**config.mk**
```make
export PLATFORM = sky130hd
export DESIGN_NAME = dctp_wall
export DESIGN_NICKNAME = d
export VERILOG_FILES = /design/src/design/dctp_pkg.sv /design/src/design/dctp_delay.sv /design/src/design/dctp_div.sv /design/src/design/dctp_wall.sv
export SDC_FILE = /design/constraint.sdc
export NUM_CORES = 2
export LEC_CHECK = 0
export BUFFER_PORTS_ARGS = -buffer_cell sky130_fd_sc_hd__clkbuf_2
export CAP_MARGIN = 20
export CORE_ASPECT_RATIO = 1.1
export CORE_MARGIN = 4
export CORE_UTILIZATION = 28
export CTS_CLUSTER_DIAMETER = 60
export DETAILED_ROUTE_END_ITERATION = 8
export PLACE_DENSITY = 0.46
export RECOVER_POWER = 50
export SETUP_SLACK_MARGIN = 0.2
export SYNTH_ARGS = -nofsm -noshare
export SYNTH_HDL_FRONTEND = slang
export SYNTH_HIERARCHICAL = 1
export SYNTH_MEMORY_MAX_BITS = 65536
export SYNTH_SLANG_ARGS = --single-unit
```
**constraint.sdc**
```tcl
create_clock -name clk -period 4.1 [get_ports clk]
set_clock_uncertainty 0.2 [all_clocks]
set_input_delay 0.205 -clock clk [delete_from_list [all_inputs] [get_ports clk]]
set_output_delay 0.205 -clock clk [all_outputs]
set_load 0.02 [all_outputs]
```
**src/design/dctp_pkg.sv**
```systemverilog
// shared types, constants and latency figures for the disk collision time predictor
// no dependencies
`default_nettype none

package dctp_pkg;

  localparam int TIME_W = 32;
  localparam int DIV_QW = TIME_W;
  localparam int DIV_LAT = DIV_QW + 1;
  localparam int WALL_LAT = 1 + DIV_LAT;
  localparam logic [30:0] BOX_RESET = 31'd6553600;

  typedef enum logic [0:0] {
    REG_BOX_WIDTH  = 1'b0,
    REG_BOX_HEIGHT = 1'b1
  } cfg_reg_t;

  typedef struct packed {
    logic [TIME_W-1:0] tval;
    logic              hit;
  } evt_t;

  typedef struct packed {
    evt_t pair;
    evt_t wall_x;
    evt_t wall_y;
  } res_t;

  // front end, two multiplier stages, disc stage, root, numerator, divider
  function automatic int pair_latency(int frac);
    return 6 + (65 + frac) + 1 + DIV_LAT;
  endfunction

endpackage

`default_nettype wire

```
**src/design/dctp_delay.sv**
```systemverilog
// enabled shift line that keeps side data aligned with the arithmetic stages
// no dependencies
`default_nettype none

module dctp_delay #(
  parameter int W = 1,
  parameter int N = 1
) (
  input  logic         clk,
  input  logic         rst,
  input  logic         en,
  input  logic [W-1:0] d,
  output logic [W-1:0] q
);

  logic [W-1:0] sr [0:N-1];

  always_ff @(posedge clk) begin
    if (rst) begin
      for (int i = 0; i < N; i++) sr[i] <= '0;
    end else if (en) begin
      sr[0] <= d;
      for (int i = 1; i < N; i++) sr[i] <= sr[i-1];
    end
  end

  assign q = sr[N-1];

endmodule

`default_nettype wire

```
**src/design/dctp_div.sv**
```systemverilog
// pipelined restoring divider with saturating quotient, one quotient bit per stage
// no dependencies
`default_nettype none

module dctp_div #(
  parameter int NW = 82,
  parameter int DW = 66,
  parameter int QW = 32
) (
  input  logic          clk,
  input  logic          en,
  input  logic [NW-1:0] num,
  input  logic [DW-1:0] den,
  output logic [QW-1:0] q
);

  logic          sat0;
  logic [DW-1:0] rem0;
  logic [QW-1:0] lo0;
  logic [DW-1:0] den0;

  logic          sat_s [1:QW];
  logic [DW-1:0] rem_s [1:QW];
  logic [QW-1:0] lo_s  [1:QW];
  logic [DW-1:0] den_s [1:QW];
  logic [QW-1:0] q_s   [1:QW];

  // quotient overflows when the upper part already reaches the divisor
  always_ff @(posedge clk) begin
    if (en) begin
      sat0 <= (num >> QW) >= NW'(den);
      rem0 <= DW'(num >> QW);
      lo0  <= num[QW-1:0];
      den0 <= den;
    end
  end

  for (genvar k = 0; k < QW; k++) begin : g_stage
    logic          sat_i;
    logic [DW-1:0] rem_i;
    logic [QW-1:0] lo_i;
    logic [DW-1:0] den_i;
    logic [QW-1:0] q_i;
    logic [DW:0]   rem_sh;
    logic          ge;

    if (k == 0) begin : g_first
      assign sat_i = sat0;
      assign rem_i = rem0;
      assign lo_i  = lo0;
      assign den_i = den0;
      assign q_i   = '0;
    end else begin : g_rest
      assign sat_i = sat_s[k];
      assign rem_i = rem_s[k];
      assign lo_i  = lo_s[k];
      assign den_i = den_s[k];
      assign q_i   = q_s[k];
    end

    always_comb begin
      rem_sh = {rem_i, lo_i[QW-1]};
      ge     = rem_sh >= {1'b0, den_i};
    end

    always_ff @(posedge clk) begin
      if (en) begin
        sat_s[k+1] <= sat_i;
        rem_s[k+1] <= ge ? DW'(rem_sh - {1'b0, den_i}) : rem_sh[DW-1:0];
        lo_s[k+1]  <= {lo_i[QW-2:0], 1'b0};
        den_s[k+1] <= den_i;
        q_s[k+1]   <= {q_i[QW-2:0], ge};
      end
    end
  end

  assign q = sat_s[QW] ? '1 : q_s[QW];

endmodule

`default_nettype wire

```
**src/design/dctp_wall.sv**
```systemverilog
// wall hit time along one axis: numerator setup stage followed by the divider
// depends on dctp_pkg, dctp_div, dctp_delay
`default_nettype none

module dctp_wall
  import dctp_pkg::*;
#(
  parameter int FRAC_BITS = 16
) (
  input  logic               clk,
  input  logic               rst,
  input  logic               en,
  input  logic signed [31:0] p,
  input  logic signed [31:0] v,
  input  logic [30:0]        r,
  input  logic [30:0]        lim,
  output evt_t               evt
);

  localparam int NumW = 33 + FRAC_BITS;

  logic [33:0]     n_pos;
  logic [33:0]     n_neg;
  logic [33:0]     n;
  logic            n_gt0;
  logic [31:0]     vmag;
  logic [NumW-1:0] num_q;
  logic [31:0]     den_q;
  logic            hit_q;
  logic            hit_d;
  logic [TIME_W-1:0] quo;

  always_comb begin
    n_pos = {3'b000, lim} - {3'b000, r} - {{2{p[31]}}, p};
    n_neg = {{2{p[31]}}, p} - {3'b000, r};
    n     = v[31] ? n_neg : n_pos;
    n_gt0 = !n[33] && (n != '0);
    vmag  = v[31] ? 32'(-v) : v;
  end

  always_ff @(posedge clk) begin
    if (en) begin
      num_q <= n_gt0 ? {n[32:0], {FRAC_BITS{1'b0}}} : '0;
      den_q <= vmag;
      hit_q <= (v != '0);
    end
  end

  dctp_div #(.NW(NumW), .DW(32), .QW(TIME_W)) u_div (
    .clk (clk),
    .en  (en),
    .num (num_q),
    .den (den_q),
    .q   (quo)
  );

  dctp_delay #(.W(1), .N(DIV_LAT)) u_hit_dly (
    .clk (clk),
    .rst (rst),
    .en  (en),
    .d   (hit_q),
    .q   (hit_d)
  );

  assign evt.hit  = hit_d;
  assign evt.tval = hit_d ? quo : '0;

endmodule

`default_nettype wire

```
==> results.cfg <==
[worst_setup_path]
crit_family = compound AO/OA/AOI/OAI gates
path_buf_inv = 3
start_kind = register
path_class = reg2reg
path_cells = inv_2 -> ha_4 -> nor2b_2 -> o21bai_2 -> nand4b_1 -> a311o_1 -> a31o_4 -> a2111oi_4 -> o31ai_4 -> a41oi_4 -> o21ai_4 -> buf_12 -> buf_12 -> mux2_4
reg2reg_slack_ns = 0.08
path_common_cell = buf_12
cp_max_fo = 6
r2r.worst_path.cells = 14
critPathSlowestCell = a2111oi_4
worstPathArrival_ns = 4.53
slowest_delay_ns = 0.43
r2r_end = u_div/rem_s[0][396]
r2r_start = u_div/den_s[0][353]
cp-end-kind = register
required_ns = 4.61

[sta]
slew_headroom = -0.372
rsz0062_at_grt = true
timing.fmax_ghz = 0.249
fin_crit_sh = 0.980
hold_violations = 0
setup_viol = 0
fin_setup_tns_ns = 0
whs_ns = 0.149
slew_violations = 445
tightest_slew_ns = 2.06
period_needed_ns = 4.02

[final_layout]
ff_latch_area_um2 = 96700
fillers = 58700
nets = 16900
multiInputGateArea_um2 = 67100
instances_no_fill = 23900
drive_above_1_share = 0.195
utilization = 0.348
layout-area-overhead-vs-synth_pct = 23.8

[synthesis]
synthFlopType = edfxtp_1
synth_common_cells = 3221 x edfxtp_1, 1360 x inv_1, 1122 x ha_1, 1018 x a21oi_1, 901 x nand2_1
synth_cells = 13800
synth.area.top_cells = edfxtp_1 58%, ha_1 8.4%, mux2_2 3.1%
yosysMostFrequentCell = edfxtp_1
syn_area_um2 = 167000
ys_warn_count = 6
synth_area_leader_cell = edfxtp_1
async_reset_ff_frac = 0
yosys.cell_types.count = 121
syn_avg_cell_area_um2 = 12.1
ys_ff_latch = 3221
synth_edf_count = 3221
synth_top_area_share = 0.578
seq_area_frac_synth = 0.578

[grt]
grt_pass1_wl_um = 661000
gr-usage-met3 = 0.0162
use_met1 = 0.151
gr-max-usage-layer = met2
grt_antenna_before_repair = 9
grt_usage = 0.138
grt.overflow.total = 0
met2_usage = 0.269
grt_pass1_vias = 113000
grt_max_degree = 205

[outcome]
status = finished, violations left
violations = capacitance limit, slew limit

[clock_network]
clockBufferDepth = 4
cts-htree-levels = 5
root_buffer = clkbuf_16
clk_latency_ns = 1.02
cts.clk_slew.worst_paths_ns = 0.06
clkSinkCount = 3221
cts_made_buffers = 409
cts_tree = yes

[power]
p_leak_nw = 83.3
intPower_mw = 103
clock_power_share = 0.225
power_frac_comb = 0.454
pwr-share-seq = 0.321
peakVddDrop_mv = 0.536
power_density_nw_per_um2 = 771
switching_share = 0.355
p_switching_mw = 56.7

[worst_hold_path]
hp-class = reg2reg
hold_depth = 0
holdPathEnd = u_div/lo_s[0][347]
hp-start = u_div/lo_s[0][316]

[drt]
vias_per_cell = 4.60
ant_nets = 0
vias = 110000
dr.first_iter.drc_count = 5726
routed_wl_um = 437000
drt_pre_antenna_iters = 5
wl_per_cell_um = 18.3
drc = 0

[die]
ios = 162
die_w_um = 745
rows = 297
dieArea_um2 = 610000
coreArea_um2 = 595000
die_h_um = 818
initial_core_util = 0.281

[flow_run]
max-cap-violations = 4

[placed_design]
port_buffers = 161
place.gp.congestion = 0.864
dp_hpwl_um = 326000
placed_cells = 22700
==> cells in the final DEF (no fill, tap or decap), types with 50 or more instances in the layout <==
cell,netlist,routed
nor2_1,651,622
nor2b_1,172,148
edfxtp_1,3221,3221
clkinv_2,0,50
nand4_1,185,185
xor2_1,369,369
o21ai_1,48,70
a21oi_1,1018,944
a31oi_1,123,106
clkbuf_2,2,165
clkbuf_4,0,76
a21o_1,561,560
clkinv_1,0,62
a211oi_1,96,77
ha_1,1122,1074
nand3_1,184,182
dlygate4sd3_1,0,181
o21a_1,139,135
inv_1,1360,1340
o21bai_1,125,122
nor3_1,146,133
buf_12,0,71
mux2_4,5,67
o31ai_1,82,55
and3_1,79,76
or2_2,60,60
nand2b_1,147,146
mux2_2,466,404
nand2_1,901,898
and2_1,68,67
clkbuf_1,240,125
buf_4,4,1052
xnor2_1,573,573
o21ai_0,823,754
a21oi_2,6,63
clkbuf_16,0,427
==> worst max-delay path by stage <==
stage | to | slack, ns | cells after the start | start
final | u_div/rem_s[0][396] | 0.08 | 14 | u_div/den_s[0][353]
after global routing | u_div/rem_s[0][916] | -0.006 | 19 | u_div/den_s[0][865]
after CTS | u_div/rem_s[0][396] | 0.03 | 13 | u_div/rem_s[0][354]
after detailed placement | num_q[43] | -0.80 | 23 | lim[0]
after global placement | num_q[43] | -0.86 | 24 | lim[0]
after floorplan | num_q[37] | -0.14 | 22 | lim[0]
==> layer usage <==
metal  vias up  part of all wire
li1      54400                 -
met1     52800              0.39
met2      1653              0.54
met3       823             0.029
met4         0             0.046
met5         -                 0
==> per-stage QoR <==
step | cell area [um2] | total power [mW] | worst slack (ns)
6_report | 207000 | 160 | 0.0811
5_1_grt | 207000 | 170 | -0.00580
4_1_cts | 204000 | 158 | 0.0319
3_5_place_dp | 186000 | 117 | -0.805
3_3_place_gp | 186000 | 117 | -0.858
2_1_floorplan | 167000 | 93.8 | -0.135
==> repair_timing <==
action                                  4_1_cts  5_1_grt
hold buffers                                181        0
endpoints found under the hold margin      1559        0
buffers inserted                             82      105
pin swaps                                   101      177
resized for setup                           248      462
cloned                                       24       16
endpoints found under the setup margin      623      842
==> power by group through the flow <==
| stage | combinational (mW) | sequential (mW) | clock [mW] |
|---|---|---|---|
| after detailed placement | 65.4 | 51.9 | 0 |
| after floorplan | 44.5 | 49.4 | 0 |
| after global routing | 79.8 | 51.9 | 38.8 |
| after global placement | 65.3 | 51.9 | 0 |
| after CTS | 69.5 | 51.3 | 37.3 |
| final | 72.4 | 51.2 | 36.0 |
==> worst register-to-register path, delay by kind of cell, from the launching register on <==
kind | cells | cell delay (ns)
buffers and inverters | 3 | 0.43
and+or+nand+nor | 2 | 0.38
DFF | 1 | 0.42
muxes | 1 | 0.30
AOI/OAI and AO/OA | 7 | 1.84
adders and majority gates | 1 | 0.19
==> flip-flops by register name, summed over array words and instances (netlist names), 17 cells and up <==
name	cells
u_div/g_stage.lo_i	32
u_div/rem_s	992
u_div/g_stage.rem_i	17
den_q	32
u_div/den_s	992
u_div/den0	32
u_div/sat_s	32
num_q	33
u_div/q_s	528
u_hit_dly/sr	33
u_div/lo_s	496
==> cell type report <==
type	count	area share
Sequential cell	3221	0.467
Multi-Input combinational cell	8892	0.324
Timing Repair Buffer	1682	0.0694
Clock buffer	486	0.0511
Tap cell	7923	0.0479
Inverter	1364	0.0248
Clock inverter	265	0.0150
Antenna cell	24	0.000290
==> cells by family (layout without fill, tap and decap cells) <==
family / after synthesis / in the layout / synth area share
mux: 522 / 522 / 0.0349
fa+ha+maj: 1156 / 1156 / 0.0880
compound gates: 3424 / 3424 / 0.129
xor+xnor: 942 / 942 / 0.0493
other cells: 1 / 41 / 0.0000224
flops: 3221 / 3221 / 0.578
buf+inv: 1681 / 3797 / 0.0385
simple gates: 2831 / 2831 / 0.0821
Power figures use the tool's default switching activity.
